--- src/hw/rtl/imurd_pkg.sv ---
package imurd_pkg;

  typedef enum logic [0:0] {
    CfgAccelRange = 1'b0,
    CfgGyroRange  = 1'b1
  } cfg_idx_e;

  // Fixed divisors: gyro divisors per full-scale range (times ten) and the ms-to-s thousand
  typedef enum logic [2:0] {
    KdGyro250,
    KdGyro500,
    KdGyro1000,
    KdGyro2000,
    KdMilli
  } kdiv_e;

  function automatic logic [11:0] kdiv_den(input kdiv_e k);
    case (k)
      KdGyro250:  return 12'd2620;
      KdGyro500:  return 12'd1310;
      KdGyro1000: return 12'd656;
      KdGyro2000: return 12'd328;
      default:    return 12'd1000;
    endcase
  endfunction

  // Reciprocal shift: 28-bit partial dividend plus ceil(log2(divisor))
  function automatic logic [5:0] kdiv_shift(input kdiv_e k);
    case (k)
      KdGyro250:  return 6'd40;
      KdGyro500:  return 6'd39;
      KdGyro1000: return 6'd38;
      KdGyro2000: return 6'd37;
      default:    return 6'd38;
    endcase
  endfunction

  // Rounded-up reciprocal, exact for partial dividends below 2^28
  function automatic logic [28:0] kdiv_mul(input kdiv_e k);
    case (k)
      KdGyro250:  return 29'(((64'd1 << 40) + 64'd2619) / 64'd2620);
      KdGyro500:  return 29'(((64'd1 << 39) + 64'd1309) / 64'd1310);
      KdGyro1000: return 29'(((64'd1 << 38) + 64'd655) / 64'd656);
      KdGyro2000: return 29'(((64'd1 << 37) + 64'd327) / 64'd328);
      default:    return 29'(((64'd1 << 38) + 64'd999) / 64'd1000);
    endcase
  endfunction

  // Datapath operations issued by the controller
  typedef enum logic [2:0] {
    OpNone,
    OpLoad,
    OpScale,
    OpAlpha,
    OpVel,
    OpPos,
    OpCommit
  } dp_op_e;

  typedef struct packed {
    dp_op_e     op;
    logic [1:0] axis;
    logic       start;
  } dp_cmd_t;

  typedef struct packed {
    logic div_done;
  } dp_sts_t;

endpackage

--- src/hw/rtl/imurd_ctrl.sv ---
module imurd_ctrl
  import imurd_pkg::*;
(
  input  logic    clk_i,
  input  logic    rst_ni,
  input  logic    in_valid_i,
  output logic    in_ready_o,
  output logic    out_valid_o,
  input  logic    out_ready_i,
  output dp_cmd_t cmd_o,
  input  dp_sts_t sts_i
);
  typedef enum logic [2:0] {
    StIdle, StLoad, StRun, StWait, StCommit, StOut
  } state_e;

  state_e     state_q;
  dp_op_e     op_q;
  logic [1:0] axis_q;
  logic [2:0] pass_q;

  // The sample is latched at the accepting edge
  assign in_ready_o  = (state_q == StIdle);
  assign out_valid_o = (state_q == StOut);
  assign cmd_o.op    = (state_q == StIdle && in_valid_i) ? OpLoad :
                       (state_q == StCommit) ? OpCommit :
                       (state_q == StRun || state_q == StWait) ? op_q : OpNone;
  assign cmd_o.axis  = axis_q;
  assign cmd_o.start = (state_q == StRun);

  // Sequence: gyro scale x3, then alpha x3, vel x3, pos x3 over the axes
  always_ff @(posedge clk_i or negedge rst_ni) begin
    if (!rst_ni) begin
      state_q <= StIdle;
      op_q    <= OpNone;
      axis_q  <= '0;
      pass_q  <= '0;
    end else begin
      case (state_q)
        StIdle: if (in_valid_i) state_q <= StLoad;
        StLoad: begin
          state_q <= StRun;
          op_q    <= OpScale;
          axis_q  <= '0;
          pass_q  <= '0;
        end
        StRun: state_q <= StWait;
        StWait: if (sts_i.div_done) begin
          state_q <= StRun;
          if (axis_q != 2'd2) axis_q <= axis_q + 2'd1;
          else begin
            axis_q <= '0;
            pass_q <= pass_q + 3'd1;
            case (pass_q)
              3'd0:    op_q <= OpAlpha;
              3'd1:    op_q <= OpVel;
              3'd2:    op_q <= OpPos;
              default: state_q <= StCommit;
            endcase
          end
        end
        StCommit: state_q <= StOut;
        StOut: if (out_ready_i) state_q <= StIdle;
        default: state_q <= StIdle;
      endcase
    end
  end
endmodule

--- config.mk ---
export PLATFORM = sky130hd
export DESIGN_NAME = imurd_ctrl
export DESIGN_NICKNAME = d
export VERILOG_FILES = /design/src/hw/rtl/imurd_pkg.sv /design/src/hw/rtl/imurd_ctrl.sv
export SDC_FILE = /design/constraint.sdc
export NUM_CORES = 1
export LEC_CHECK = 0
export BUFFER_PORTS_ARGS = -buffer_cell sky130_fd_sc_hd__buf_2
export CELL_PAD_IN_SITES_DETAIL_PLACEMENT = 0
export CELL_PAD_IN_SITES_GLOBAL_PLACEMENT = 1
export CORE_MARGIN = 5
export CORE_UTILIZATION = 40
export DETAILED_ROUTE_END_ITERATION = 8
export PLACE_DENSITY_LB_ADDON = 0.1
export SLEW_MARGIN = 10
export SYNTH_ARGS = -nofsm -noshare
export SYNTH_HDL_FRONTEND = slang
export SYNTH_SLANG_ARGS = --single-unit
export TNS_END_PERCENT = 100
--- constraint.sdc ---
create_clock -name clk_i -period 2 [get_ports clk_i]
set_clock_uncertainty 0.15 [all_clocks]
set_input_delay 0.2 -clock clk_i [delete_from_list [all_inputs] [get_ports clk_i]]
set_output_delay 0.2 -clock clk_i [all_outputs]
set_load 0.03 [all_outputs]
Word-level counts from Yosys, hierarchy flattened
Cells that the tools add are included.

storage, ports and cells
  register bits after elaboration = 11
  bits in latches = 0
  bits in writable memories = 0
  memory bits (read-only) = 0
  input bits = 5
  output and inout bits = 8
  word-level logic and storage cells = 48
  memories = 0

operators by class
  add/sub/neg operators = 2
  multiply operators = 0
  divide/modulo/power cells = 0
  order comparisons = 0
  equal/unequal tests = 13
  shift-type cells = 0
  mux-type cells = 19
  bitwise operators = 0
  reduce and logical (&&, ||, !) cells = 10

operators by type and width
  cell                                                                     count
  3-bit 2-to-1 mux                                                         12
  3-bit one-hot mux with 6 select lines                                    1
  3-bit one-hot mux with 2 select lines                                    2
  3-bit by 2-bit == test with 1-bit output, second input constant          3
  3-bit one-hot mux with 3 select lines                                    1
  2-bit inequality test, second input constant                             4
  3-bit by 1-bit == test with 1-bit output, second input constant          2
  3-bit == test, second input constant                                     2
  3-bit zero test                                                          2
  3-bit AND reduction                                                      2
  2-bit 2-to-1 mux                                                         2
  4-bit by 1-bit inequality test with 1-bit output, second input constant  1
  2-bit one-hot mux with 2 select lines                                    1
  4-bit AND reduction                                                      1
  3-bit by 1-bit adder with 3-bit output, second input constant            1
  3-bit OR reduction                                                       1
  2-bit by 1-bit adder with 2-bit output, second input constant            1
  2-bit by 1-bit inequality test with 1-bit output, second input constant  1
  2-bit AND reduction                                                      1
  2-bit nonzero test                                                       1
  1-bit logical AND                                                        1
  1-bit logical OR                                                         1

Logic depth before layout (Yosys ltp)
Gate-level depths: netlist of the first run.

  depth after elaboration = 6
  depth in mapped cells = 5

Worst setup path before layout of the first run
Ideal clock, no wire load.

  path type = register to output
  start = register state_q[0]
  end = output port cmd_o[0] (netlist name)
  data arrival time = 1384 ps
  required time = 1650 ps
  setup slack = 266 ps
  stages on the path, launching flop included = 4
  buffers on the path = 2
  cells stage by stage = dfrtp_1 > clkbuf_2 > clkbuf_1 > nor3_1

RTL lines
  element                   line              source
  start: declaration        imurd_ctrl.sv:17  state_e state_q;
  start signal: assignment  imurd_ctrl.sv:34  state_q <= StIdle;
  start signal: assignment  imurd_ctrl.sv:40  StIdle: if (in_valid_i) state_q <= StLoad;
  start signal: assignment  imurd_ctrl.sv:42  state_q <= StRun;
  end: declaration          imurd_ctrl.sv:10  output dp_cmd_t cmd_o,

==> results by group, run 1 <==
Global routing
  – GRT Total Usage: 14.40%
  – Total grt overflow: 0
  – Pin count of the biggest net entering global routing: 17
  – Number of global-route vias before repair: 652
  – First-pass GRT wire length: 2.863 mm
  – Initial antenna violation count: 0

Hold path
  – Tightest Hold Check Type: in -> reg

Floorplan
  – Core region area: 1745 um^2
  – Die Wd: 53.07 um
  – Rows: 15
  – Effective utilization at floorplan: 42.51%
  – Die Span Y: 53.07 um
  – Die area: 2816 um^2
  – Top-Level Pins: 13

Worst setup path
  – Delay of the slowest critical-path stage: 0.53 ns
  – Worst Path Required: 1.65 ns
  – Delay-heaviest family, CP: flip-flops
  – Startpoint types: register
  – Buf+Inv Stages, Crit Path: 1
  – CP cell instances: nor2b_1 > nand2_1 > o21ai_0 > buf_2
  – Worst EP arrival: 1.41 ns
  – Worst-path maximum fanout: 16
  – Slowest stage cell, crit path: dfrtp_2
  – Critical path type: reg -> out
  – CP Capture Type: output pin

Timing
  – Worst Hold Slack: 0.05169 ns
  – Fin worst setup slack: 0.2376 ns
  – Final Hold Violating Endpoints: 0
  – Tcrit/Tclk final: 88.12%
  – Final setup violation count: 0
  – FMAX: 567.4 MHz
  – TNS Setup: 0 ns
  – Slew headroom: 67.81%
  – Tmin final: 1.762 ns
  – Worst slew pin tran: 0.4829 ns
  – RSZ-0062 raised after global routing: false
  – Count of final max-slew check failures: 0

Clocking
  – CTS tree: yes
  – Clk slew on worst S/H paths: 0.08 ns
  – # clock sinks: 11
  – Number of post-CTS setup repair buffers: 0
  – Root Driver: clkbuf_4
  – Worst-Skew Late Latency: 0.27 ns
  – Cts bufs inserted: 3
  – Number of H-tree levels: 1
  – Clock Tree Buf Depth: 2

Place
  – Dpl hpwl: 1.155 mm
  – Dpl cells: 112
  – GP Congestion: 0.7235
  – Post-place setup slack: 0.3041 ns
  – Placement Cell Area: 814.5 um^2
  – Port bufs: 12

Synthesis
  – Synth warn: 0
  – Cell taking the most area after synthesis: dfrtp_1
  – Synth Flop Type: dfrtp_1
  – Post-Syn Nets: 88
  – Post-synth EDFFs: 0
  – #FFs+latches synth: 11
  – Share of the synthesized area in the top cell type: 37.10%
  – Most frequent cells after synthesis: dfrtp_1, o21ai_0, nand2_1
  – Seq/Total Area, Yosys: 37.10%
  – Yosys cell types: 34
  – Area contributors post-synth: dfrtp_1, ha_1, o21ai_0, mux2i_1, a22o_1
  – Most frequent cell after synthesis: dfrtp_1
  – Post-synth ARST share: 100.0%
  – Mapped Area: 742.0 um^2
  – Mapped Avg Cell Area: 9.392 um^2
  – Cells after Synth: 79

Final layout
  – Antenna cells: 0
  – Finished Cell Area: 852.1 um^2
  – Final core utilization: 48.82%
  – P&R area growth vs syn: 14.84%
  – Share of post-route cells with drive strength above 1: 21.74%
  – Nets: 102
  – Fin cells: 117

Routing
  – Iteration-0 DRC count of the detailed router: 8
  – Via-to-Cell Ratio: 5.496
  – Final ANT Viol Nets: 0
  – Drt wl/cell: 14.77 um
  – DR vias: 643
  – WL final: 1.728 mm
  – DRC Markers: 0
  – Pre-antenna DRT Iters: 4

Power and ir drop
  – PwrDens: 1671 nW/um^2
  – Leakage: 0.4005 nW
  – Worst VDD drop: 0.9559 mV
  – Design Power: 1.424 mW

Run
  – Max-Cap Viols: 0

Run status
  – Status: completed
-- tightest hold or removal path: stages --
cell	delay, ns
buf_2	0.09
a21o_1	0.11
nand2_1	0.04
-- routing by layer --
layer	vias up	share of wire, %	global-route usage, %
met5	-	0	0
met4	0	1.3	7.660
met3	2	3.4	3.380
met2	10	46	21.90
met1	316	50	18.65
li1	315	-	-
-- timing repair --
| action | CTS | global route |
|---|---|---|
| hold buffers | 1 | 0 |
| hold endpoints to repair | 11 | 0 |
| endpoints found under the setup margin | 0 | 2 |
| resized for setup | 0 | 1 |
-- layout by cell type, fill, tap and decap left out --
cell type and count:
nand3_1 1, nand2b_1 3, buf_2 12, a21o_1 1, a21oi_1 2, o22ai_1 1, dfrtp_1 10, inv_1 5
o2111a_1 1, and3_1 2, o2bb2ai_1 1, nor4b_4 1, mux2i_1 3, nand2_1 6, nor4_1 1, dlygate4sd3_1 1
o21ai_0 8, nor2b_1 1, clkbuf_1 1, a22o_1 3, nor2_1 3, buf_4 2, nand4b_1 1, dfrtp_2 1
o31a_1 1, clkbuf_4 3, ha_1 4, nor3b_1 2, and3b_1 1, nor3_2 1, nand3b_1 1, nor4bb_1 1
o2111ai_1 2, a22oi_1 1, a211o_1 1, nor3_1 3
-- cell type report --
cell class,count,area (um^2)
fillers,184,893.4
multi-input cells,57,414.1
flip-flops and latches,11,276.5
repair buffers,15,85.08
well taps,25,31.28
clock buffers,4,26.28
inverters,5,18.77
-- flip-flops by register name (all words and copies together), names as in the netlist --
register  flops
state_q       3
pass_q        3
op_q          3
axis_q        2
-- cells by family (layout without fill, tap and decap cells) --
logic type / count (synthesis) / count (layout) / synth area share, %
simple gates: 28 / 28 / 24.45
compound gates: 22 / 22 / 20.58
flops: 11 / 11 / 37.10
buf+inv: 11 / 24 / 7.083
fa+ha+maj: 4 / 4 / 6.746
mux: 3 / 3 / 4.047
-- final timing paths --
| check | from | end | slack (ns) | cells past startpoint |
|---|---|---|---|---|
| min in group asynchronous | rst_ni | state_q[2] | 0.18 | 2 |
| worst max-delay path | state_q[1] | cmd_o[4] | 0.24 | 4 |
| worst max register to register | pass_q[0] | op_q[1] | 0.29 | 5 |
| max in group asynchronous | rst_ni | state_q[1] | 1.29 | 2 |
| worst min register to register | op_q[1] | op_q[1] | 0.38 | 1 |
| worst min-delay path | out_ready_i | state_q[2] | 0.05 | 3 |
-- where the power goes --
part / total (mW) / internal, mW / leakage [nW] / switching, mW
combinational: 0.803 / 0.302 / 0.259 / 0.501
clock: 0.158 / 0.0772 / 0.0150 / 0.0812
sequential: 0.462 / 0.325 / 0.127 / 0.137
total: 1.42 / 0.704 / 0.400 / 0.720
Note: power is estimated with default switching activity, not from simulation.
==> run 2: changes to the inputs <==
- ABC_AREA: unset -> 1
- CORE_UTILIZATION: 40 -> 41
- clock period: 2 -> 2.1 ns (I/O delays scaled with it)
==> run 2 against run 1 <==
Flip-flop and latch count stayed put. Synthesized area is 3.4% higher. Highest routed layer unchanged. Worst setup slack better by 0.040 ns. Cell count is 27% higher. Critical endpoint is now cmd_o[3]. Largest power group unchanged. Die area is 0.68% higher. First-iteration DRC count is 75% lower.
==> results by group, run 2 <==
Run
  – Max-Cap Viols: 0 (unchanged)

Floorplan
  – Die Span Y: 53.25 um (+0.34%)
  – Effective utilization at floorplan: 43.94% (+1.4 points)
  – Top-Level Pins: 13 (unchanged)
  – Rows: 15 (unchanged)
  – Die Wd: 53.25 um (+0.34%)
  – Core region area: 1745 um^2 (unchanged)
  – Die area: 2836 um^2 (+0.68%)

Synthesis
  – Post-synth ARST share: 100.0% (unchanged)
  – #FFs+latches synth: 11 (unchanged)
  – Post-synth EDFFs: 0 (unchanged)
  – Area contributors post-synth: dfrtp_1, nand2_1, nand3_1, inv_1, ha_1
  – Share of the synthesized area in the top cell type: 35.89% (-1.2 points)
  – Mapped Area: 767.0 um^2 (+3.4%)
  – Synth Flop Type: dfrtp_1
  – Most frequent cell after synthesis: nand2_1
  – Cells after Synth: 109 (+38%)
  – Most frequent cells after synthesis: nand2_1, inv_1, nand3_1
  – Post-Syn Nets: 118 (+34%)
  – Synth warn: 0 (unchanged)
  – Cell taking the most area after synthesis: dfrtp_1
  – Seq/Total Area, Yosys: 35.89% (-1.2 points)
  – Yosys cell types: 19 (-44%)
  – Mapped Avg Cell Area: 7.037 um^2 (-25%)

Global routing
  – Pin count of the biggest net entering global routing: 12 (-5)
  – Number of global-route vias before repair: 661 (+1.4%)
  – GRT Total Usage: 13.90% (-0.49 points)
  – First-pass GRT wire length: 2.904 mm (+1.4%)
  – Initial antenna violation count: 0 (unchanged)
  – Total grt overflow: 0 (unchanged)

Power and ir drop
  – Seq pwr share: 30.3% (-2.1 points)
  – Switching part of the total power: 52.92% (+2.4 points)
  – Clock share of power: 12.6% (+1.5 points)
  – Comb pwr share: 57.1% (+0.7 points)
  – Worst VDD drop: 0.5438 mV (-43%)
  – PwrDens: 1452 nW/um^2 (-13%)
  – Leakage: 0.5096 nW (+27%)
  – Internal power: 0.6012 mW (-15%)
  – P_sw: 0.6758 mW (-6.1%)

Routing
  – Iteration-0 DRC count of the detailed router: 2 (-6)
  – Pre-antenna DRT Iters: 2 (-2)
  – WL final: 1.699 mm (-1.7%)
  – DR vias: 717 (+12%)
  – Via-to-Cell Ratio: 4.812 (-12%)
  – Final ANT Viol Nets: 0 (unchanged)
  – DRC Markers: 0 (unchanged)
  – Drt wl/cell: 11.40 um (-23%)

Timing
  – FMAX: 548.7 MHz
  – Tmin final: 1.823 ns
  – Final setup violation count: 0 (unchanged)
  – Tcrit/Tclk final: 86.79%
  – Worst slew pin tran: 0.3030 ns (-0.1798 ns)
  – RSZ-0062 raised after global routing: false
  – Final Hold Violating Endpoints: 0 (unchanged)
  – Slew headroom: 79.58% (+12 points)
  – Count of final max-slew check failures: 0 (unchanged)
  – TNS Setup: 0 ns (unchanged)
  – Fin worst setup slack: 0.2774 ns (+0.03974 ns)

Final layout
  – Largest registers: op_q x3, pass_q x3, state_q x3
  – Share of post-route cells with drive strength above 1: 17.74% (-4.0 points)
  – Antenna cells: 0 (unchanged)
  – P&R area growth vs syn: 14.68%
  – Commonest non-fill, non-tap cell in the layout: nand2_1
  – Fin cells: 149 (+27%)
  – Nets: 134 (+31%)
  – Most frequent cells in the layout: nand2_1, inv_1, nand3_1

Worst setup path
  – CP Capture Type: output pin
  – Startpoint types: register
  – Delay of the slowest critical-path stage: 0.50 ns (-0.03 ns)
  – Crit path from: state_q[0]
  – Reg2reg start: pass_q[0]
  – Delay-heaviest family, CP: flip-flops
  – CP cell instances: nor2_1 > nand2_1 > o21ai_0 > buf_2
  – Worst EP arrival: 1.46 ns (+0.05 ns)
  – Critical path type: reg -> out
  – Worst Path Required: 1.74 ns (+0.09 ns)
  – Worst-path maximum fanout: 9 (-7)
  – Slowest stage cell, crit path: dfrtp_1
  – Buf+Inv Stages, Crit Path: 1 (unchanged)

Clocking
  – Number of H-tree levels: 1 (unchanged)
  – CTS tree: yes
  – Cts bufs inserted: 3 (unchanged)
  – Post-CTS resize count: 0 (unchanged)
  – Clock Tree Buf Depth: 2 (unchanged)
  – # clock sinks: 11 (unchanged)
  – Root Driver: clkbuf_4
  – Clk slew on worst S/H paths: 0.08 ns (about the same)
  – Worst-Skew Late Latency: 0.28 ns (about the same)

Hold path
  – Tightest Hold Check Type: in -> reg
  – Min-delay src: out_ready_i

Place
  – GP Congestion: 0.7546 (+4.3%)
  – Dpl cells: 144 (+29%)
  – Post-place setup slack: 0.5703 ns (+0.2662 ns)
  – Dpl hpwl: 1.285 mm (+11%)
  – Port bufs: 12 (unchanged)

Run status
  – Status: completed
run 2: tightest hold or removal path, cell delays in order:
cell     delay [ns]
buf_2          0.07
inv_1          0.03
nand4_1        0.12
nand2_1        0.07
run 2: path summary, 6_finish.rpt:
check / endpoint / slack, ns / depth (start not counted)
hold / removal: state_q[2] / 0.10 / 4
hold reg to reg: op_q[1] / 0.35 / 2
max in group asynchronous: op_q[1] / 1.41 / 2
setup / recovery: cmd_o[3] / 0.28 / 4
setup reg to reg: state_q[2] / 0.54 / 7
min in group asynchronous: pass_q[1] / 0.18 / 2
run 2: cell type report:
cell class | count | area (um^2)
clock buffers | 4 | 26.28
fillers | 190 | 865.8
inverters | 16 | 60.06
multi-input cells | 80 | 416.7
flip-flops and latches | 11 | 275.3
well taps | 25 | 31.28
repair buffers | 13 | 70.07
run 2: logic make-up (layout without fill, tap and decap cells):
kind of cell | Yosys count | in the layout | share of synthesized area (%)
simple gates | 66 | 66 | 40.62
buf+inv | 18 | 33 | 9.786
flops | 11 | 11 | 35.89
compound gates | 10 | 10 | 7.177
fa+ha+maj | 4 | 4 | 6.526
run 2: per-layer routing:
metal	GRT usage (%)	wire, um	vias to the layer above
met5	0	0	-
met3	2.817	85	5
met2	21.43	752	11
met1	18.01	831	317
li1	-	-	384
met4	7.234	30	0
run 2: stage by stage:
step	utilization (%)	instance area (um^2)	power, mW	hold slack (ns)
after floorplan	-	767.0	0.9691	-0.2356
after global placement	48.32	843.3	1.120	-0.04984
after detailed placement	48.32	843.3	1.123	-0.04574
after CTS	50.39	879.6	1.285	0.09298
after global routing	50.39	879.6	1.403	0.1154
final	50.39	879.6	1.277	0.1016
run 2: power groups by stage:
stage          clock, mW  combinational [mW]  sequential (mW)
2_1_floorplan          0               0.606            0.363
3_3_place_gp           0               0.730            0.390
3_5_place_dp           0               0.731            0.392
4_1_cts            0.163               0.734            0.388
5_1_grt            0.169               0.829            0.405
6_report           0.161               0.729            0.387
run 2: what timing repair did:
action | CTS | global route
buffers inserted | 0 | 0
endpoints found under the hold margin | 11 | 0
hold buffers | 1 | 0
